$ cat config.mk
export PLATFORM = sky130hd
export DESIGN_NAME = scv_cell
export DESIGN_NICKNAME = d
export VERILOG_FILES = /design/src/scv_pkg.sv /design/src/scv_cell.sv
export SDC_FILE = /design/constraint.sdc
export NUM_CORES = 1
export LEC_CHECK = 0
export BUFFER_PORTS_ARGS = -buffer_cell sky130_fd_sc_hd__buf_2
export CORE_ASPECT_RATIO = 0.8
export CORE_UTILIZATION = 30
export CTS_CLUSTER_DIAMETER = 60
export DETAILED_ROUTE_END_ITERATION = 10
export PLACE_DENSITY = 0.58
export SYNTH_ARGS = -nofsm -noshare
export SYNTH_HDL_FRONTEND = slang
export SYNTH_SLANG_ARGS = --single-unit
$ cat constraint.sdc
create_clock -name clk -period 1 [get_ports clk]
set_clock_uncertainty 0.1 [all_clocks]
set_input_delay 0.15 -clock clk [delete_from_list [all_inputs] [get_ports clk]]
set_output_delay 0.15 -clock clk [all_outputs]
set_load 0.01 [all_outputs]
$ cat src/scv_pkg.sv
package scv_pkg;

  localparam int MAX_KERNEL   = 5;
  localparam int MAX_WIDTH    = 1024;
  localparam int MAX_HEIGHT   = 1024;
  localparam int MAX_CHANNELS = 16;
  localparam int MAX_STEP     = 5;

  localparam int NTAPS   = MAX_KERNEL * MAX_KERNEL;
  localparam int KSZ_W   = 3;
  localparam int DIM_W   = 11;
  localparam int CH_W    = 5;
  localparam int CHP_W   = 4;
  localparam int COL_W   = 10;
  localparam int ROW_W   = 10;
  localparam int SLOT_W  = 3;
  localparam int TAP_W   = 5;
  localparam int VAL_W   = 16;
  localparam int PIX_W   = 24;
  localparam int PROD_W  = VAL_W + PIX_W;
  localparam int ACC_W   = PROD_W + 6;
  localparam int N_W     = 9;
  localparam int CFG_I_W = 3;

  localparam logic [CFG_I_W-1:0] CFG_KW = 3'd0;
  localparam logic [CFG_I_W-1:0] CFG_KH = 3'd1;
  localparam logic [CFG_I_W-1:0] CFG_ST = 3'd2;
  localparam logic [CFG_I_W-1:0] CFG_IW = 3'd3;
  localparam logic [CFG_I_W-1:0] CFG_IH = 3'd4;
  localparam logic [CFG_I_W-1:0] CFG_CH = 3'd5;

  localparam logic OP_WEIGHT = 1'b0;
  localparam logic OP_SAMPLE = 1'b1;

  typedef logic [MAX_KERNEL-1:0][PIX_W-1:0] wcol_t;

  // quotient by a stride of 1 to 5, reciprocal multiply for 3 and 5
  function automatic logic [DIM_W-1:0] div_st(input logic [DIM_W-1:0] x,
                                              input logic [KSZ_W-1:0] st);
    logic [DIM_W+13:0] p;
    logic [DIM_W-1:0] q;
    p = '0;
    case (st)
      3'd2: q = x >> 1;
      3'd3: begin
        p = (DIM_W+14)'(x) * (DIM_W+14)'(14'd5462);
        q = p[DIM_W+13:14];
      end
      3'd4: q = x >> 2;
      3'd5: begin
        p = (DIM_W+14)'(x) * (DIM_W+14)'(14'd3277);
        q = p[DIM_W+13:14];
      end
      default: q = x;
    endcase
    return q;
  endfunction

endpackage

$ cat src/scv_cell.sv
module scv_cell import scv_pkg::*; (
  input  logic  clk,
  input  logic  rst_n,
  input  logic  shift,
  input  wcol_t col_in,
  output wcol_t col_out
);

  wcol_t col_r;

  always_ff @(posedge clk) begin
    if (!rst_n) begin
      col_r <= '0;
    end else if (shift) begin
      col_r <= col_in;
    end
  end

  assign col_out = col_r;

endmodule

Word-level counts from Yosys, hierarchy flattened
Index checks and enable logic that the tools add are counted.
{"block": "word_totals", "ff_bits": 120, "inputBits": 123, "output_inout_bits": 120, "elab_cells": 5}

Logic depth before layout (Yosys ltp)
{"block": "depth", "depth_word": 0, "depth_mapped": 5, "mapped_depth_nobuf": 2}

Worst setup path after synthesis
Ideal clock, no wire load.
{"block": "synth_path", "kind": "input port to flip-flop", "from": "input port shift", "to": "register col_r, in the netlist col_out[0]", "setup_time_ns": 0.116, "arrival_ns": 0.779, "t_required_ns": 0.784, "path_slack_ns": 0.005, "stages": 5, "n_path_buf": 3, "path_cell_list": "buf_4 buf_12 buf_12 mux2i_1 nor2b_1"}
{"element": "from (decl)", "line_no": "scv_cell.sv:4", "text": "input logic shift,"}
{"element": "to (signal assigned)", "line_no": "scv_cell.sv:15", "text": "col_r <= col_in;"}
{"element": "to (decl)", "line_no": "scv_cell.sv:9", "text": "wcol_t col_r;"}

Worst setup path after layout
{"block": "layout_path", "from": "register col_r, in the netlist col_out[81]", "to": "output port col_out[81] (netlist name)"}
{"element": "to (decl)", "line_no": "scv_cell.sv:6", "text": "output wcol_t col_out"}
No word-level cell between the ends.

==> reports/results.ini <==
[critical_path]
crit_type=reg2out
critPathRequiredTime_ps=750
end_kind=output pin
timing.critical_path.cells=buf_6
crit_path_launch_type=flop
timing.critical_path.slowest_cell_delay_ps=350
arrival_ps=870
worstPathBufferInverterCount=1
critical_path.top_delay_family=flip-flops
cp_max_fo=2
worst_path_max_delay_cell=dfxtp_2

[clock_network]
clk_pin_slew_ps=60
numCtsBuffers=17
insertion_delay_ps=410
cts_buffer_depth=2
htree_num_levels=4
tritoncts_clock_tree=built
sinks_on_the_clock_net=120
cts-root-buf=clkbuf_16

[finish]
nNetsFinal=901
num_antenna_cells=0
final_layout_size_suffix_gt1_frac=0.5424
area_growth_syn_to_layout_pct=91.46
design_area_mm2=0.008897
fillCellCount=1120
number_of_cells_in_the_finished_layout_apart_from_fillers=1001
largest_register_ff_count=120
final_core_util=0.5906

[sta]
worst_pin_slew_ps=226.1
finalHoldViolCount=0
worst_slew_margin_rel=0.8449
final_period_minus_worst_setup_slack_ps=1120
post-route-worst-setup-slack_ps=-120.4
max_freq_ghz=0.8926
rsz0062_at_grt=yes
finalCritPeriodShare=1.120
timing.final.setup_violations=120
timing_max_transition_violations_final=0

[global_route]
grt_pass1_wl_um=22660
gr-usage-all-layers=0.1829
maximum_number_of_pins_on_one_net_before_global_route_repair=59
gr-total-overflow=0
antenna_violations_before_repair=0
first_global_vias=4552

[synth]
yosysTopAreaCellShare=0.5170
synth.largest_area_cell=dfxtp_1
synth_area_mm2=0.004647
post_synth.cell_area_avg_um2=12.01
synth_top_cells_by_area=dfxtp_1, mux2i_1, nor2b_1, buf_12, clkbuf_1
ys_ff_latch=120
seq_area_frac_synth=0.5170
syn-num-nets=510
yosys_warnings=0
post_synth_num_cell_types=7
syn-instance-count=387

[min_path]
hold_path.class=in2reg

[placement]
placed_cell_area_mm2=0.006025
port_buffers=242
routabilityCongestion=0.6780
dp_hpwl_um=7756
placed_cells=829

[run]
drv.max_cap_violation_count=0

[floorplanning]
std_cell_rows=40
floorplan.core_area_mm2=0.01506
fp.dieArea_mm2=0.01600
die_width_um=141.2
die_height_um=113.3
io_pins=243
floorplan.initialDensity=0.3085

[route]
drt_first_iter_violations=113
routed-via-count=4215
route.antenna.remaining_nets=0
route.final.wire_length_um=14480
vias_per_cell=4.211
drc=0
drt-pass1-iter-count=4
drt-wirelength-per-cell_um=14.46

[power_and_ir_drop]
power-per-cell-area_mw_per_mm2=1575
p_leak_nw=4.169
ir_drop_mv=1.031

[outcome]
status=finished with violations
violations_in_the_final_reports=setup timing

-- cell type report --
class | instances | area (µm²) | area share
Clock buffer | 20 | 446.7 | 0.05020
Clock inverter | 12 | 173.9 | 0.01955
Multi-Input combinational cell | 240 | 1952 | 0.2194
Sequential cell | 120 | 2552 | 0.2869
Tap cell | 210 | 262.8 | 0.02953
Timing Repair Buffer | 399 | 3510 | 0.3945
-- per-layer routing --
| layer | vias up | global-route usage | routed length [µm] |
|---|---|---|---|
| met5 | - | 0 | 0 |
| met3 | 21 | 0.07660 | 1053 |
| li1 | 2056 | - | - |
| met1 | 1964 | 0.1899 | 5905 |
| met2 | 174 | 0.3317 | 7314 |
| met4 | 0 | 0.06159 | 204 |
-- timing repair --
| item | CTS | global route |
|---|---|---|
| cloned | 0 | 0 |
| buffers inserted | 4 | 16 |
| hold buffers | 120 | 0 |
| hold endpoints to repair | 120 | 0 |
| endpoints found under the setup margin | 120 | 120 |
| gates resized for setup | 241 | 0 |
| pin swaps | 0 | 0 |
-- Yosys cell counts --
master      n
buf_12     11
clkbuf_1   12
buf_2       1
buf_4       3
dfxtp_1   120
mux2i_1   120
nor2b_1   120
-- report_power, final --
part	total, mW	switching (mW)	internal, mW	leakage (nW)
Clock	6.41	2.18	4.23	0.292
Sequential	5.35	0.218	5.13	1.03
Combinational	2.25	0.812	1.44	2.84
Total	14.0	3.21	10.8	4.17
-- placed cells by master (no fill, tap or decap), drive strengths merged --
cell type    synthesis  routed
buf                 15     279
mux2i              120     120
nor2b              120     120
dfxtp              120     120
dlygate4sd3          0     120
clkbuf              12      20
bufinv               0       4
clkinvlp             0       4
clkinv               0       3
inv                  0       1
-- through the flow --
stage               power, mW  setup TNS [ps]  setup WS, ps  hold slack (ps)
detailed placement      6.764           -6090        -108.7            315.6
global route            14.59          -16270        -162.4            97.47
floorplan               6.157               0         4.666            219.5
finish                  14.01          -11380        -120.4            69.33
CTS                     14.04          -14340        -149.8            33.40
global placement        6.729           -2926        -63.61            306.2
-- path summary, 6_finish.rpt --
kind / start / endpoint / slack (ps) / cells past startpoint
worst max-delay path: col_out[81] / col_out[81] / -120 / 1
worst max register to register: col_out[21] / col_out[21] / 50 / 3
worst min register to register: col_out[5] / col_out[5] / 420 / 2
worst min-delay path: shift / col_out[38] / 70 / 3
-- kinds of logic (layout without fill, tap and decap cells) --
group | Yosys count | in the layout | share of synthesized area
flip-flops | 120 | 120 | 0.5170
AND/OR/NAND/NOR | 120 | 120 | 0.1616
buffers and inverters | 27 | 431 | 0.06300
multiplexers | 120 | 120 | 0.2585
(Power assumes the default switching activity.)
